==> config.mk <==
export PLATFORM = sky130hd
export DESIGN_NAME = one_wire_temp_sensor_reader_top
export DESIGN_NICKNAME = d
export VERILOG_FILES = /design/src/design/owtsr_pkg.sv /design/src/design/owtsr_sequencer.sv /design/src/design/one_wire_temp_sensor_reader_top.sv
export SDC_FILE = /design/constraint.sdc
export NUM_CORES = 1
export LEC_CHECK = 0
export BUFFER_PORTS_ARGS = -buffer_cell sky130_fd_sc_hd__buf_2
export CORE_ASPECT_RATIO = 2
export CORE_MARGIN = 2
export CORE_UTILIZATION = 35
export DETAILED_ROUTE_END_ITERATION = 10
export GPL_TIMING_DRIVEN = 0
export PLACE_DENSITY_LB_ADDON = 0.08
export SLEW_MARGIN = 40
export SYNTH_ARGS = -nofsm -noshare
export SYNTH_HDL_FRONTEND = slang
export SYNTH_SLANG_ARGS = --single-unit
==> constraint.sdc <==
create_clock -name clk_i -period 7.59 [get_ports clk_i]
set_input_delay 1.1385 -clock clk_i [delete_from_list [all_inputs] [get_ports clk_i]]
set_output_delay 1.1385 -clock clk_i [all_outputs]
set_load 0.03 [all_outputs]
==> src/design/owtsr_pkg.sv <==
// Shared types, codes and constants for the one-wire temperature reader.
`timescale 1ns / 1ps

package owtsr_pkg;

  localparam int unsigned READ_BITS_DEFAULT    = 16;
  localparam int unsigned COUNTER_BITS_DEFAULT = 24;

  localparam int unsigned READING_W  = 16;
  localparam int unsigned CFG_DATA_W = 24;
  localparam int unsigned CFG_IDX_W  = 4;

  // Register indexes on the configuration channel.
  localparam logic [CFG_IDX_W-1:0] CFG_RESET_LOW     = 4'd0;
  localparam logic [CFG_IDX_W-1:0] CFG_RESET_RELEASE = 4'd1;
  localparam logic [CFG_IDX_W-1:0] CFG_WRITE_START   = 4'd2;
  localparam logic [CFG_IDX_W-1:0] CFG_WRITE_HOLD    = 4'd3;
  localparam logic [CFG_IDX_W-1:0] CFG_READ_START    = 4'd4;
  localparam logic [CFG_IDX_W-1:0] CFG_READ_SAMPLE   = 4'd5;
  localparam logic [CFG_IDX_W-1:0] CFG_READ_RECOVER  = 4'd6;
  localparam logic [CFG_IDX_W-1:0] CFG_CONVERT_WAIT  = 4'd7;

  // Register reset values.
  localparam logic [15:0] RESET_LOW_INIT     = 16'd500;
  localparam logic [15:0] RESET_RELEASE_INIT = 16'd500;
  localparam logic [15:0] WRITE_START_INIT   = 16'd2;
  localparam logic [15:0] WRITE_HOLD_INIT    = 16'd60;
  localparam logic [15:0] READ_START_INIT    = 16'd2;
  localparam logic [15:0] READ_SAMPLE_INIT   = 16'd8;
  localparam logic [15:0] READ_RECOVER_INIT  = 16'd12;
  localparam logic [23:0] CONVERT_WAIT_INIT  = 24'd100;

  // Command bytes sent by the program.
  localparam logic [7:0] CMD_SKIP_ROM     = 8'hCC;
  localparam logic [7:0] CMD_CONVERT      = 8'h44;
  localparam logic [7:0] CMD_READ_SCRATCH = 8'hBE;

  // Slot phases.
  localparam logic [1:0] PHASE_LOW     = 2'd0;
  localparam logic [1:0] PHASE_SECOND  = 2'd1;
  localparam logic [1:0] PHASE_RECOVER = 2'd2;

  typedef enum logic [3:0] {
    STEP_IDLE  = 4'd0,
    STEP_RST1  = 4'd1,
    STEP_SKIP1 = 4'd2,
    STEP_CONV  = 4'd3,
    STEP_WAIT  = 4'd4,
    STEP_RST2  = 4'd5,
    STEP_SKIP2 = 4'd6,
    STEP_RDCMD = 4'd7,
    STEP_READ  = 4'd8
  } step_e;

  typedef struct packed {
    logic [15:0] reset_low;
    logic [15:0] reset_release;
    logic [15:0] write_start;
    logic [15:0] write_hold;
    logic [15:0] read_start;
    logic [15:0] read_sample;
    logic [15:0] read_recover;
    logic [23:0] convert_wait;
  } cfg_t;

  typedef struct packed {
    logic signed [READING_W-1:0] temperature;
    logic                        done;
    logic                        busy;
    logic                        drive_level;
    logic                        drive_enable;
  } result_t;

endpackage

==> src/design/owtsr_sequencer.sv <==
// Bus program sequencer: one tick per accepted item, result computed in the same cycle.
`timescale 1ns / 1ps

module owtsr_sequencer #(
  parameter int unsigned READ_BITS    = owtsr_pkg::READ_BITS_DEFAULT,
  parameter int unsigned COUNTER_BITS = owtsr_pkg::COUNTER_BITS_DEFAULT
) (
  input  logic                clk_i,
  input  logic                rst_ni,
  input  logic                tick_i,
  input  logic                start_req_i,
  input  logic                line_level_i,
  input  owtsr_pkg::cfg_t     cfg_i,
  output owtsr_pkg::result_t  result_o
);

  localparam int unsigned WIDE_W = (COUNTER_BITS > 24) ? COUNTER_BITS : 24;

  // Last counter value of a phase: zero acts as one, long spans clip to the counter range.
  function automatic logic [COUNTER_BITS-1:0] span_last(input logic [23:0] v);
    logic [WIDE_W-1:0] m;
    m = WIDE_W'(v) - WIDE_W'(1);
    if (v == 24'd0) begin
      m = '0;
    end else if (m > WIDE_W'({COUNTER_BITS{1'b1}})) begin
      m = WIDE_W'({COUNTER_BITS{1'b1}});
    end
    return m[COUNTER_BITS-1:0];
  endfunction

  owtsr_pkg::step_e          step_q, step_d, eff_step;
  logic [1:0]                phase_q, phase_d, eff_phase;
  logic [4:0]                bit_q, bit_d, eff_bit, bit_inc;
  logic [COUNTER_BITS-1:0]   tick_q, tick_d, eff_tick, last_tick;
  logic [7:0]                send_q, send_d;
  logic [15:0]               rshift_q, rshift_d;
  logic [15:0]               reading_q, reading_d;
  logic [23:0]               span_v;
  logic [15:0]               aligned, mask;

  always_ff @(posedge clk_i or negedge rst_ni) begin
    if (!rst_ni) begin
      step_q    <= owtsr_pkg::STEP_IDLE;
      phase_q   <= owtsr_pkg::PHASE_LOW;
      bit_q     <= '0;
      tick_q    <= '0;
      send_q    <= '0;
      rshift_q  <= '0;
      reading_q <= '0;
    end else if (tick_i) begin
      step_q    <= step_d;
      phase_q   <= phase_d;
      bit_q     <= bit_d;
      tick_q    <= tick_d;
      send_q    <= send_d;
      rshift_q  <= rshift_d;
      reading_q <= reading_d;
    end
  end

  always_comb begin
    eff_step  = step_q;
    eff_phase = phase_q;
    eff_bit   = bit_q;
    eff_tick  = tick_q;
    // A start seen while idle makes this tick the first tick of the reset pulse.
    if (step_q == owtsr_pkg::STEP_IDLE && start_req_i) begin
      eff_step  = owtsr_pkg::STEP_RST1;
      eff_phase = owtsr_pkg::PHASE_LOW;
      eff_bit   = '0;
      eff_tick  = '0;
    end

    unique case (eff_step)
      owtsr_pkg::STEP_RST1, owtsr_pkg::STEP_RST2:
        span_v = (eff_phase == owtsr_pkg::PHASE_LOW) ? 24'(cfg_i.reset_low)
                                                     : 24'(cfg_i.reset_release);
      owtsr_pkg::STEP_SKIP1, owtsr_pkg::STEP_CONV,
      owtsr_pkg::STEP_SKIP2, owtsr_pkg::STEP_RDCMD:
        span_v = (eff_phase == owtsr_pkg::PHASE_LOW) ? 24'(cfg_i.write_start)
                                                     : 24'(cfg_i.write_hold);
      owtsr_pkg::STEP_READ:
        span_v = (eff_phase == owtsr_pkg::PHASE_LOW)    ? 24'(cfg_i.read_start) :
                 (eff_phase == owtsr_pkg::PHASE_SECOND) ? 24'(cfg_i.read_sample) :
                                                          24'(cfg_i.read_recover);
      default:
        span_v = cfg_i.convert_wait;
    endcase
    last_tick = span_last(span_v);

    step_d    = eff_step;
    phase_d   = eff_phase;
    bit_d     = eff_bit;
    tick_d    = eff_tick;
    send_d    = send_q;
    rshift_d  = rshift_q;
    reading_d = reading_q;
    bit_inc   = eff_bit + 5'd1;
    aligned   = '0;
    mask      = 16'((32'd1 << READ_BITS) - 32'd1);

    result_o = '0;

    if (eff_step != owtsr_pkg::STEP_IDLE) begin
      result_o.busy = 1'b1;
      unique case (eff_step)
        owtsr_pkg::STEP_RST1, owtsr_pkg::STEP_RST2: begin
          result_o.drive_enable = (eff_phase == owtsr_pkg::PHASE_LOW);
        end
        owtsr_pkg::STEP_SKIP1, owtsr_pkg::STEP_CONV,
        owtsr_pkg::STEP_SKIP2, owtsr_pkg::STEP_RDCMD: begin
          result_o.drive_enable = 1'b1;
          result_o.drive_level  = (eff_phase == owtsr_pkg::PHASE_LOW) ? 1'b0 : send_q[0];
        end
        owtsr_pkg::STEP_READ: begin
          result_o.drive_enable = (eff_phase == owtsr_pkg::PHASE_LOW);
          // Sample on the first tick of the recover phase, shifting in at the top.
          if (eff_phase == owtsr_pkg::PHASE_RECOVER && eff_tick == '0) begin
            rshift_d = {line_level_i, rshift_q[15:1]};
          end
        end
        default: begin
        end
      endcase

      if (eff_tick >= last_tick) begin
        tick_d = '0;
        unique case (eff_step)
          owtsr_pkg::STEP_RST1, owtsr_pkg::STEP_RST2: begin
            if (eff_phase == owtsr_pkg::PHASE_LOW) begin
              phase_d = owtsr_pkg::PHASE_SECOND;
            end else begin
              step_d  = (eff_step == owtsr_pkg::STEP_RST1) ? owtsr_pkg::STEP_SKIP1
                                                           : owtsr_pkg::STEP_SKIP2;
              send_d  = owtsr_pkg::CMD_SKIP_ROM;
              bit_d   = '0;
              phase_d = owtsr_pkg::PHASE_LOW;
            end
          end
          owtsr_pkg::STEP_SKIP1, owtsr_pkg::STEP_CONV,
          owtsr_pkg::STEP_SKIP2, owtsr_pkg::STEP_RDCMD: begin
            if (eff_phase == owtsr_pkg::PHASE_LOW) begin
              phase_d = owtsr_pkg::PHASE_SECOND;
            end else begin
              send_d  = {1'b0, send_q[7:1]};
              bit_d   = bit_inc;
              phase_d = owtsr_pkg::PHASE_LOW;
              if (bit_inc >= 5'd8) begin
                bit_d = '0;
                unique case (eff_step)
                  owtsr_pkg::STEP_SKIP1: begin
                    step_d = owtsr_pkg::STEP_CONV;
                    send_d = owtsr_pkg::CMD_CONVERT;
                  end
                  owtsr_pkg::STEP_SKIP2: begin
                    step_d = owtsr_pkg::STEP_RDCMD;
                    send_d = owtsr_pkg::CMD_READ_SCRATCH;
                  end
                  owtsr_pkg::STEP_CONV: begin
                    step_d = owtsr_pkg::STEP_WAIT;
                  end
                  default: begin
                    step_d   = owtsr_pkg::STEP_READ;
                    rshift_d = '0;
                  end
                endcase
              end
            end
          end
          owtsr_pkg::STEP_WAIT: begin
            step_d  = owtsr_pkg::STEP_RST2;
            phase_d = owtsr_pkg::PHASE_LOW;
          end
          owtsr_pkg::STEP_READ: begin
            if (eff_phase != owtsr_pkg::PHASE_RECOVER) begin
              phase_d = eff_phase + 2'd1;
            end else begin
              phase_d = owtsr_pkg::PHASE_LOW;
              bit_d   = bit_inc;
              if (bit_inc >= 5'(READ_BITS)) begin
                // Right-align the gathered bits and sign-extend from the top read bit.
                aligned   = rshift_d >> (16 - READ_BITS);
                reading_d = aligned[READ_BITS-1] ? (aligned | ~mask) : (aligned & mask);
                step_d    = owtsr_pkg::STEP_IDLE;
                bit_d     = '0;
                result_o.done = 1'b1;
              end
            end
          end
          default: begin
            step_d  = owtsr_pkg::STEP_IDLE;
            phase_d = owtsr_pkg::PHASE_LOW;
            bit_d   = '0;
          end
        endcase
      end else begin
        tick_d = eff_tick + COUNTER_BITS'(1);
      end
    end

    result_o.temperature = reading_d;
  end

endmodule

==> src/design/one_wire_temp_sensor_reader_top.sv <==
// Top level of the one-wire temperature reader: config registers, sequencer and output buffer.
`timescale 1ns / 1ps

// Each transaction on the slave stream is one bus tick. It carries a start request and the
// sampled bus level. For every tick the master stream returns exactly one transaction with the
// pin drive enable and level, busy, a one-tick done strobe and the last signed reading in
// sixteenths of a degree. A start while idle runs the full program: reset pulse, skip-ROM,
// convert, conversion wait, second reset pulse, skip-ROM, read-scratchpad and the read slots.
// Throughput is one tick per clock cycle while the skid register is empty. The sequencer
// computes the result of a tick in the cycle the tick is accepted and registers it in the output
// buffer. A two-entry output buffer (output register plus skid register) lets the slave side keep
// accepting while a result waits; when the receiver stalls, the buffer fills and s_axis_tready
// drops until it drains, and the sequencer state simply holds.
// The configuration channel is always ready and writes one timing register per transaction;
// writes to indexes above seven are dropped. Configuration is meant to change only while idle.
// Reset clears the program to idle, empties the output buffer, sets the reading to zero and
// loads the default timing values.

module one_wire_temp_sensor_reader_top #(
  parameter int unsigned READ_BITS    = owtsr_pkg::READ_BITS_DEFAULT,
  parameter int unsigned COUNTER_BITS = owtsr_pkg::COUNTER_BITS_DEFAULT
) (
  input  logic                               clk_i,
  input  logic                               rst_ni,
  input  logic                               s_axis_tvalid,
  output logic                               s_axis_tready,
  // Fields from bit 0: start_req, line_level, zero fill.
  input  logic [7:0]                         s_axis_tdata,
  output logic                               m_axis_tvalid,
  input  logic                               m_axis_tready,
  // Fields from bit 0: pin_drive_enable, pin_drive_level, busy_res, done_res,
  // temperature[15:0], zero fill.
  output logic [23:0]                        m_axis_tdata,
  input  logic                               cfg_valid_i,
  output logic                               cfg_ready_o,
  input  logic [owtsr_pkg::CFG_IDX_W-1:0]    cfg_index_i,
  input  logic [owtsr_pkg::CFG_DATA_W-1:0]   cfg_data_i
);

  owtsr_pkg::cfg_t    cfg_q;
  owtsr_pkg::result_t result;
  owtsr_pkg::result_t out_q, skid_q;
  logic               out_valid_q, skid_valid_q;
  logic               accept, pop;

  assign cfg_ready_o   = 1'b1;
  assign s_axis_tready = !skid_valid_q;
  assign accept        = s_axis_tvalid && s_axis_tready;
  assign pop           = out_valid_q && m_axis_tready;

  // Timing registers; each write keeps only the width of its register.
  always_ff @(posedge clk_i or negedge rst_ni) begin
    if (!rst_ni) begin
      cfg_q.reset_low     <= owtsr_pkg::RESET_LOW_INIT;
      cfg_q.reset_release <= owtsr_pkg::RESET_RELEASE_INIT;
      cfg_q.write_start   <= owtsr_pkg::WRITE_START_INIT;
      cfg_q.write_hold    <= owtsr_pkg::WRITE_HOLD_INIT;
      cfg_q.read_start    <= owtsr_pkg::READ_START_INIT;
      cfg_q.read_sample   <= owtsr_pkg::READ_SAMPLE_INIT;
      cfg_q.read_recover  <= owtsr_pkg::READ_RECOVER_INIT;
      cfg_q.convert_wait  <= owtsr_pkg::CONVERT_WAIT_INIT;
    end else if (cfg_valid_i && cfg_ready_o) begin
      unique case (cfg_index_i)
        owtsr_pkg::CFG_RESET_LOW:     cfg_q.reset_low     <= cfg_data_i[15:0];
        owtsr_pkg::CFG_RESET_RELEASE: cfg_q.reset_release <= cfg_data_i[15:0];
        owtsr_pkg::CFG_WRITE_START:   cfg_q.write_start   <= cfg_data_i[15:0];
        owtsr_pkg::CFG_WRITE_HOLD:    cfg_q.write_hold    <= cfg_data_i[15:0];
        owtsr_pkg::CFG_READ_START:    cfg_q.read_start    <= cfg_data_i[15:0];
        owtsr_pkg::CFG_READ_SAMPLE:   cfg_q.read_sample   <= cfg_data_i[15:0];
        owtsr_pkg::CFG_READ_RECOVER:  cfg_q.read_recover  <= cfg_data_i[15:0];
        owtsr_pkg::CFG_CONVERT_WAIT:  cfg_q.convert_wait  <= cfg_data_i;
        default: begin
        end
      endcase
    end
  end

  owtsr_sequencer #(
    .READ_BITS    (READ_BITS),
    .COUNTER_BITS (COUNTER_BITS)
  ) u_sequencer (
    .clk_i        (clk_i),
    .rst_ni       (rst_ni),
    .tick_i       (accept),
    .start_req_i  (s_axis_tdata[0]),
    .line_level_i (s_axis_tdata[1]),
    .cfg_i        (cfg_q),
    .result_o     (result)
  );

  // Output register with a skid register behind it. Results leave in tick order.
  always_ff @(posedge clk_i or negedge rst_ni) begin
    if (!rst_ni) begin
      out_valid_q  <= 1'b0;
      skid_valid_q <= 1'b0;
    end else if (!out_valid_q || pop) begin
      if (skid_valid_q) begin
        out_valid_q  <= 1'b1;
        skid_valid_q <= accept;
      end else begin
        out_valid_q  <= accept;
      end
    end else if (accept) begin
      skid_valid_q <= 1'b1;
    end
  end

  always_ff @(posedge clk_i) begin
    if (!out_valid_q || pop) begin
      if (skid_valid_q) begin
        out_q <= skid_q;
        if (accept) begin
          skid_q <= result;
        end
      end else if (accept) begin
        out_q <= result;
      end
    end else if (accept) begin
      skid_q <= result;
    end
  end

  assign m_axis_tvalid = out_valid_q;
  assign m_axis_tdata  = {4'b0000, out_q.temperature, out_q.done, out_q.busy,
                          out_q.drive_level, out_q.drive_enable};

endmodule

After elaboration in Yosys (flattened, before gate mapping):

Index checks and enable logic that the tools add are counted.

* word-level logic and storage cells: 158
* flip-flop bits (word level): 253
* output and inout bits: 27
* bits of input ports: 41

* muxes and demuxes: 70
* reduce and logical (&&, ||, !) cells: 32
* equal/unequal tests: 21
* magnitude comparators: 4
* $add $sub $neg: 4

Operator list (count)
* $mux W16: 15
* $mux W24: 6
* $mux W20: 5
* $pmux W24 S3: 1
* $logic_not A24 Y1: 2
* $mux W5: 8
* $mux W4: 9
* $eq A4 B3 Y1 const B: 8
* $pmux W8 S2: 2
* $add A24 B1 Y24 const B: 1
* $ge A24 B24 Y1: 1
* $gt A24 B24 Y1 const B: 1
* $mux W8: 3
* $sub A24 B1 Y24 const B: 1
* $pmux W5 S4: 1
* $reduce_and A2 Y1: 10
* $eq A4 B2 Y1 const B: 4
* $pmux W4 S4: 1
* $pmux W4 S3: 1
* $mux W1: 11
* $eq A4 B1 Y1 const B: 2
* $logic_not A4 Y1: 2
* $mux W2: 4
* $ne A2 B2 Y1 const B: 4
* 21 further kinds: 28

Depth between registers and ports, before layout:

Gate-level depths: netlist of the first run.

* depth in word-level cells: 17
* mapped depth: 27
* gate-level depth less buffers: 20

Modules after synthesis:

A second synthesis of the first run with hierarchy kept.

* cell total of the unflattened synthesis: 1165
* area, all modules: 13351.6 um^2

By module, submodules not included
* one_wire_temp_sensor_reader_top: area an instance 6791.5 um^2, times used 1, cells an instance 377, sequential area each 4684.5 um^2
* owtsr_sequencer: area an instance 6560.0 um^2, times used 1, cells an instance 788, sequential area each 1876.8 um^2

Least setup slack after synthesis of the first run:

Ideal clock, no wire load.

* kind: input port to flip-flop
* start: input s_axis_tdata[0]
* end: register u_sequencer.rshift_q[10]
* setup time: 136 ps
* stages: 22
* data arrival time: 6235 ps
* required time: 7454 ps
* slack: 1219 ps
* buffers on the path: 4
* path through: buf_2 -> nor2_1 -> o41a_1 -> buf_2 -> a22oi_1 -> o221ai_1 -> or3_4 -> or4b_4 -> buf_6 -> nor4_1 -> nor2_1 -> ha_1 -> nand2b_1 -> a21o_1 -> a21o_1 -> a21o_1 -> a211oi_1 -> o31ai_1 -> a21boi_1 -> nor4_1 -> clkbuf_1 -> a21oi_1

* longest elaborated chain between the ends: 12
* elaborated cells on any way between the ends: 42
* classes of those cells: 2 x add/sub; 3 x order compare; 9 x eq/ne; 18 x mux; 10 x reduce/logical

Ends and longest elaborated chain
* start: declaration: RTL line one_wire_temp_sensor_reader_top.sv:28 `input logic [7:0] s_axis_tdata,`
* $logic_and A1 B1 Y1 (*): RTL line owtsr_sequencer.sv:67 `if (step_q == owtsr_pkg::STEP_IDLE && start_req_i) begin`
* $mux W2: RTL line owtsr_sequencer.sv:67
* $eq A2 B1 Y1: RTL line owtsr_sequencer.sv:84 `(eff_phase == owtsr_pkg::PHASE_SECOND) ? 24'(cfg_i.read_sample) :`
* $mux W16: RTL line owtsr_sequencer.sv:84
* $mux W24: RTL line owtsr_sequencer.sv:83 `span_v = (eff_phase == owtsr_pkg::PHASE_LOW) ? 24'(cfg_i.read_start) :`
* $pmux W24 S3: RTL line owtsr_sequencer.sv:74 `unique case (eff_step)`
* $sub A24 B1 Y24: RTL line owtsr_sequencer.sv:22 `m = WIDE_W'(v) - WIDE_W'(1);`
* $gt A24 B24 Y1: RTL line owtsr_sequencer.sv:25 `end else if (m > WIDE_W'({COUNTER_BITS{1'b1}})) begin`
* $mux W24: RTL line owtsr_sequencer.sv:25
* $mux W24: RTL line owtsr_sequencer.sv:23 `if (v == 24'd0) begin`
* $ge A24 B24 Y1: RTL line owtsr_sequencer.sv:126 `if (eff_tick >= last_tick) begin`
* $mux W16: RTL line owtsr_sequencer.sv:126
* end signal: assignment: RTL line owtsr_sequencer.sv:56 `rshift_q <= rshift_d;`
* end: declaration: RTL line owtsr_sequencer.sv:36 `logic [15:0] rshift_q, rshift_d;`

Every way passes the cells marked *; elsewhere a longest branch is shown, timed or not.
A chain may end at the register's enable or synchronous reset.

==> results of run 1 <==
cells in the final DEF, fill, tap and decap left out, drive strengths merged, types with 18 or more instances in the layout:
| cell type | count |
|---|---|
| and2 | 21 |
| nor2 | 65 |
| nand2 | 145 |
| dfrtp | 189 |
| a21o | 18 |
| a21oi | 80 |
| inv | 23 |
| edfxtp | 40 |
| buf | 83 |
| nand3 | 21 |
| mux2 | 155 |
| o21ai | 70 |
| mux2i | 59 |
| nor3 | 20 |
| ha | 29 |
| a31oi | 19 |
| clkbuf | 102 |
| dfstp | 24 |
power by group:
part	switching (mW)	total, mW	internal (mW)
Sequential	0.124	1.74	1.62
Clock	0.563	1.28	0.719
Combinational	1.02	1.69	0.667
Total	1.71	4.72	3.01
routing by layer:
layer	vias up	part of all wire	track usage
met5	-	0	0
met4	0	0.059	0.115
met3	117	0.026	0.0207
met2	225	0.59	0.439
met1	5017	0.32	0.194
li1	4835	-	-
state kept, by name, summed over array words and instances (netlist names), 2 cells and up:
name	flops
m_axis_tdata	20
u_sequencer.reading_q	16
u_sequencer.rshift_q	16
u_sequencer.step_q	4
cfg_q	136
skid_q	20
u_sequencer.bit_q	5
u_sequencer.phase_q	2
u_sequencer.send_q	8
u_sequencer.tick_q	24
final cells by class:
type,count,share of cell area
clock buffer,39,0.0467
tap,463,0.0377
buffer,83,0.0251
inverter,23,0.00562
timing repair buffer,63,0.0280
clock inverter,7,0.00578
multi-input combinational,914,0.424
sequential,253,0.427
worst register-to-register path: stages (launching register included):
cell	delay [ns]
dfrtp_1	0.49
nor2_1	0.15
a21oi_2	0.35
buf_6	0.24
buf_2	0.39
buf_2	0.42
mux2i_1	0.28
o221ai_1	0.28
nor2_1	0.35
nand4_1	0.33
or2_1	0.32
clkbuf_1	0.17
o311a_1	0.31
o21ai_1	0.15
ha_1	0.26
a21o_1	0.18
a21o_1	0.16
a21oi_1	0.51
nor2_1	0.12
a21oi_1	0.29
clkbuf_2	0.43
nor2_1	0.22
clkbuf_1	0.36
a21oi_1	0.25
repair_timing:
item                                    in CTS  in global routing
resized for setup                            4                  5
endpoints found under the setup margin      33                 47
gates cloned                                 0                  0
pin swaps                                    0                  0
hold buffers                                 0                  0
cell families (layout without fill, tap and decap cells):
family | after synthesis | count (layout)
other cells | 2 | 5
fa+ha+maj | 29 | 29
flops | 253 | 253
buf+inv | 106 | 215
simple gates | 354 | 354
xor+xnor | 13 | 13
compound gates | 299 | 299
mux | 214 | 214
worst max-delay path by stage:
stage,start,end,slack (ns),cells after the start
floorplan,s_axis_tdata[0],u_sequencer.rshift_q[10],1.22,22
global placement,s_axis_tdata[0],m_axis_tdata[6],-1.28,23
detailed placement,s_axis_tdata[0],m_axis_tdata[6],-0.88,26
CTS,s_axis_tdata[0],skid_q[16],0.07,22
global route,u_sequencer.phase_q[1],u_sequencer.tick_q[7],0.02,22
finish,s_axis_tdata[0],skid_q[16],0.24,22
==> out/results.ini, run 1 <==
[timing]
fin_crit_sh=0.969
post-route-min-period_ns=7.35
slew_headroom=0.448
slew_violations=0
rsz0062_at_grt=no
max_freq_mhz=136
fin_ws_ns=0.238
holdWs_ns=0.438
final.setup.tns_ns=0
tightest_slew_ns=0.828
setup-violations-final=0
finClkSkew_ns=0.0259
hold_viol_final=0

[clock_network]
worst_setup_hold_path_clk_slew_ns=0.07
numCtsBuffers=25
clock_sinks=253
cts_root_buf=clkbuf_16
clock_path_buffers=3
cts_post_setup_buffers_inserted=0
htreeDepth=1
cts_tree=built
worstSkewPairLatency_ns=0.56

[global_routing]
antenna_found_initial=0
grt_pass1_vias=10900
grtUsageTotal=0.212
grt_pass1_wl_mm=64.3
grt_max_degree=73
grt_overflow=0

[place]
io_buffers=55
dpl-instance-area_mm2=0.0145
gp_congestion=0.887
hpwl_mm=32.3
dp.cells=1799
pre_cts_ws_ns=-0.880

[final_layout]
multi_input_area_mm2=0.00652
fill_cells=3756
final_cell_area_mm2=0.0154
n_antenna_cell=0
seqCellArea_mm2=0.00656
final_core_util=0.405
final_cells=1845
drive_gt1_frac=0.239
nets=1433
syn2layout_area_growth_pct=14.1

[power_and_ir_drop]
p_per_area_mw_per_mm2=307
ir_drop_v=0.000199
leakagePower_nw=6.41
total_power_mw=4.72

[detailed_routing]
routedWlPerCell_um=22.6
final_antenna_net_count=0
drcViolationCount=0
drt_wl_total_mm=41.7
first_pass_iters=4
drt-initial-drc-count=516
post_drt_via_cell_ratio=5.53
vias=10200

[yosys]
synth_area_per_cell_um2=10.6
synth_warnings=0
synth.most_common_cell=dfrtp_1
synth_seq_cells=253
synth-compound-area-share=0.143
synth-edff-count=40
syn_area_mm2=0.0135
synth_top_family_by_area=multiplexers
syn_inst=1270
synth_top_cells_by_area=dfrtp_1 35%, mux2_2 13%, edfxtp_1 8.9%
synthXorXnorAreaFrac=0.00845
ys_seq_area_frac=0.487
synth_cell_type_count=71
synthSimpleGateAreaFrac=0.127
synthTopCellsByCount=189 x dfrtp_1, 155 x mux2_2, 145 x nand2_1, 79 x a21oi_1, 66 x o21ai_0
synth.area.mux_share=0.173
yosys.area_share.adder=0.0269
ys_dominant_reg_cell=dfrtp_1
synth_area_leader_cell=dfrtp_1
synth_top_area_frac=0.351
synth-async-reset-ratio=0.842

[job]
maxCapViolCount=0

[worst_setup_path]
path_cells=buf_2, nor2b_1, o21ai_0, clkbuf_1, o221ai_1, or3_4, or4b_4, buf_6, nor4_4, nor2_1, ha_1, nand2b_1, a21o_1, a21o_1, a21o_1, a211oi_1, o31ai_1, a21oi_1, clkbuf_2, nor2_1, clkbuf_1, a21oi_1
crit_buf_inv=5
cpMostUsedCell=a21o_1
cp-start-kind=input pin
worstPathArrival_ns=7.61
path_max_fanout=10
rr_endpoint=skid_q[16]
critPathTopFamily=simple AND/OR/NAND/NOR gates
critPathSlowestCell=clkbuf_1
required_ns=7.85
r2r_cells=23
crit_type=input pin to flip-flop
worst_path_largest_cell_delay_ns=0.57
endpoint_kind=flip-flop
reg2reg_from=u_sequencer.phase_q[1]
reg2reg_slack_ns=0.42

[die]
die_w_um=143
die-area_mm2=0.0402
core_area_mm2=0.0379
die-height_um=281
num_rows=101
start_util=0.355
pin_count=68

[status]
outcome=finished, final reports clean

[worst_hold_path]
hold_path.class=input pin to async pin

(Power assumes the default switching activity.)
==> inputs of run 2 (changes only) <==
Settings changed: CORE_UTILIZATION 35 to 42.
==> out/results.ini, run 2 (synthesis results as in run 1) <==
[timing]
final.setup.tns_ns=0  ; unchanged
hold_viol_final=0  ; unchanged
post-route-min-period_ns=7.34  ; was 7.35 ns
tightest_slew_ns=0.840  ; was 0.828 ns
finClkSkew_ns=0.0234  ; was 0.0259 ns
rsz0062_at_grt=no  ; unchanged
slew_violations=0  ; unchanged
slew_headroom=0.440  ; was 0.448
fin_crit_sh=0.967  ; was 0.969
setup-violations-final=0  ; unchanged
max_freq_mhz=136  ; about the same

[clock_network]
htreeDepth=1  ; unchanged
clock_path_buffers=3  ; unchanged
cts_root_buf=clkbuf_16  ; unchanged
worstSkewPairLatency_ns=0.55  ; was 0.56 ns
worst_setup_hold_path_clk_slew_ns=0.07  ; about the same
clock_sinks=253  ; unchanged
numCtsBuffers=24  ; was 25
cts_tree=built  ; unchanged
cts_post_setup_buffers_inserted=0  ; unchanged

[global_routing]
grt_pass1_vias=10600  ; was 10900
antenna_found_initial=0  ; unchanged
grt_overflow=0  ; unchanged
grtUsageTotal=0.236  ; was 0.212
grt_max_degree=73  ; unchanged
grt_pass1_wl_mm=60.6  ; was 64.3 mm

[detailed_routing]
first_pass_iters=5  ; was 4
vias=10300  ; was 10200
drt_wl_total_mm=39.1  ; was 41.7 mm
drcViolationCount=0  ; unchanged
drt-initial-drc-count=443  ; was 516
final_antenna_net_count=0  ; unchanged
post_drt_via_cell_ratio=5.70  ; was 5.53
routedWlPerCell_um=21.7  ; was 22.6 um

[status]
outcome=finished, final reports clean  ; unchanged

[worst_setup_path]
cpMostUsedCell=a21oi_1  ; was a21o_1
critPathSlowestCell=a21oi_2  ; was clkbuf_1
r2r_cells=25  ; was 23
crit_buf_inv=7  ; was 5
endpoint_kind=flip-flop  ; unchanged
crit_type=input pin to flip-flop  ; unchanged
required_ns=7.97  ; was 7.85 ns
worst_path_largest_cell_delay_ns=0.38  ; was 0.57 ns
critPathTopFamily=compound AO/OA/AOI/OAI gates  ; was simple AND/OR/NAND/NOR gates
path_max_fanout=10  ; unchanged
cp_num_cells=25  ; was 22
worstPathArrival_ns=7.73  ; was 7.61 ns
cp-start-kind=input pin  ; unchanged

[final_layout]
final_common_cell=dfrtp_1  ; unchanged
final_core_util=0.483  ; was 0.405
seqCellArea_mm2=0.00656  ; unchanged
n_antenna_cell=0  ; unchanged
multi_input_area_mm2=0.00651  ; was 0.00652 mm2
nets=1431  ; was 1433
syn2layout_area_growth_pct=13.1  ; was 14.1%
final_cells=1802  ; was 1845
regMostFlops=cfg_q  ; unchanged
fill_cells=3051  ; was 3756
largest_register_ffs=136  ; unchanged
top_regs=cfg_q: 136 flops, u_sequencer.tick_q: 24 flops  ; unchanged
layout_common_cells=189 x dfrtp_1, 155 x mux2_2, 145 x nand2_1  ; unchanged
final_cell_area_mm2=0.0152  ; was 0.0154 mm2
drive_gt1_frac=0.234  ; was 0.239

[power_and_ir_drop]
total_power_mw=4.61  ; was 4.72 mW
ir_drop_v=0.000208  ; was 0.000199 V
p_per_area_mw_per_mm2=302  ; was 307 mW/mm2
leakagePower_nw=6.35  ; was 6.41 nW

[worst_hold_path]
hold_path.class=input pin to async pin  ; unchanged

[place]
dp.cells=1758  ; was 1799
dpl-instance-area_mm2=0.0145  ; about the same
gp_congestion=0.876  ; was 0.887
io_buffers=55  ; unchanged
hpwl_mm=30.0  ; was 32.3 mm

[die]
die-height_um=257  ; was 281 um
die-area_mm2=0.0336  ; was 0.0402 mm2
die_w_um=131  ; was 143 um
num_rows=92  ; was 101
pin_count=68  ; unchanged
start_util=0.427  ; was 0.355
core_area_mm2=0.0315  ; was 0.0379 mm2

[job]
maxCapViolCount=0  ; unchanged

==> run 2: routing by layer <==
layer	part of all wire	GRT usage	vias up
li1	-	-	4831
met1	0.33	0.224	5119
met2	0.60	0.481	231
met3	0.025	0.0227	97
met4	0.048	0.111	0
met5	0	0	-
==> run 2: final timing paths <==
check | from | to | slack [ns]
worst max-delay path | s_axis_tdata[0] | skid_q[12] | 0.25
worst min-delay path | rst_ni | cfg_q[28] | 0.42
worst max register to register | u_sequencer.step_q[3] | skid_q[12] | 0.39
worst min register to register | u_sequencer.send_q[0] | u_sequencer.send_q[0] | 0.50
max in group asynchronous | rst_ni | cfg_q[128] | 6.51
min in group clk_i | u_sequencer.send_q[0] | u_sequencer.send_q[0] | 0.50
==> run 2: stage by stage <==
step           hold WS, ns  setup WS (ns)
2_1_floorplan        0.471           1.22
3_3_place_gp         0.479          -1.17
3_5_place_dp         0.486         -0.664
4_1_cts              0.398          0.213
5_1_grt              0.407         0.0255
6_report             0.417          0.249
==> run 2: final cells by class <==
| cell class | count | area share |
|---|---|---|
| Clock inverter | 5 | 0.00427 |
| Tap cell | 423 | 0.0347 |
| Clock buffer | 39 | 0.0444 |
| Multi-Input combinational cell | 914 | 0.427 |
| Inverter | 23 | 0.00566 |
| Buffer | 83 | 0.0254 |
| Sequential cell | 253 | 0.430 |
| Timing Repair Buffer | 62 | 0.0277 |
==> run 2: power by group <==
part           internal [mW]  switching, mW
Combinational          0.667           1.01
Clock                  0.646          0.547
Sequential              1.62          0.121
==> run 2: timing repair <==
item                                    CTS  global route
endpoints found under the setup margin   28            30
hold buffers                              0             0
gates resized for setup                   3             6
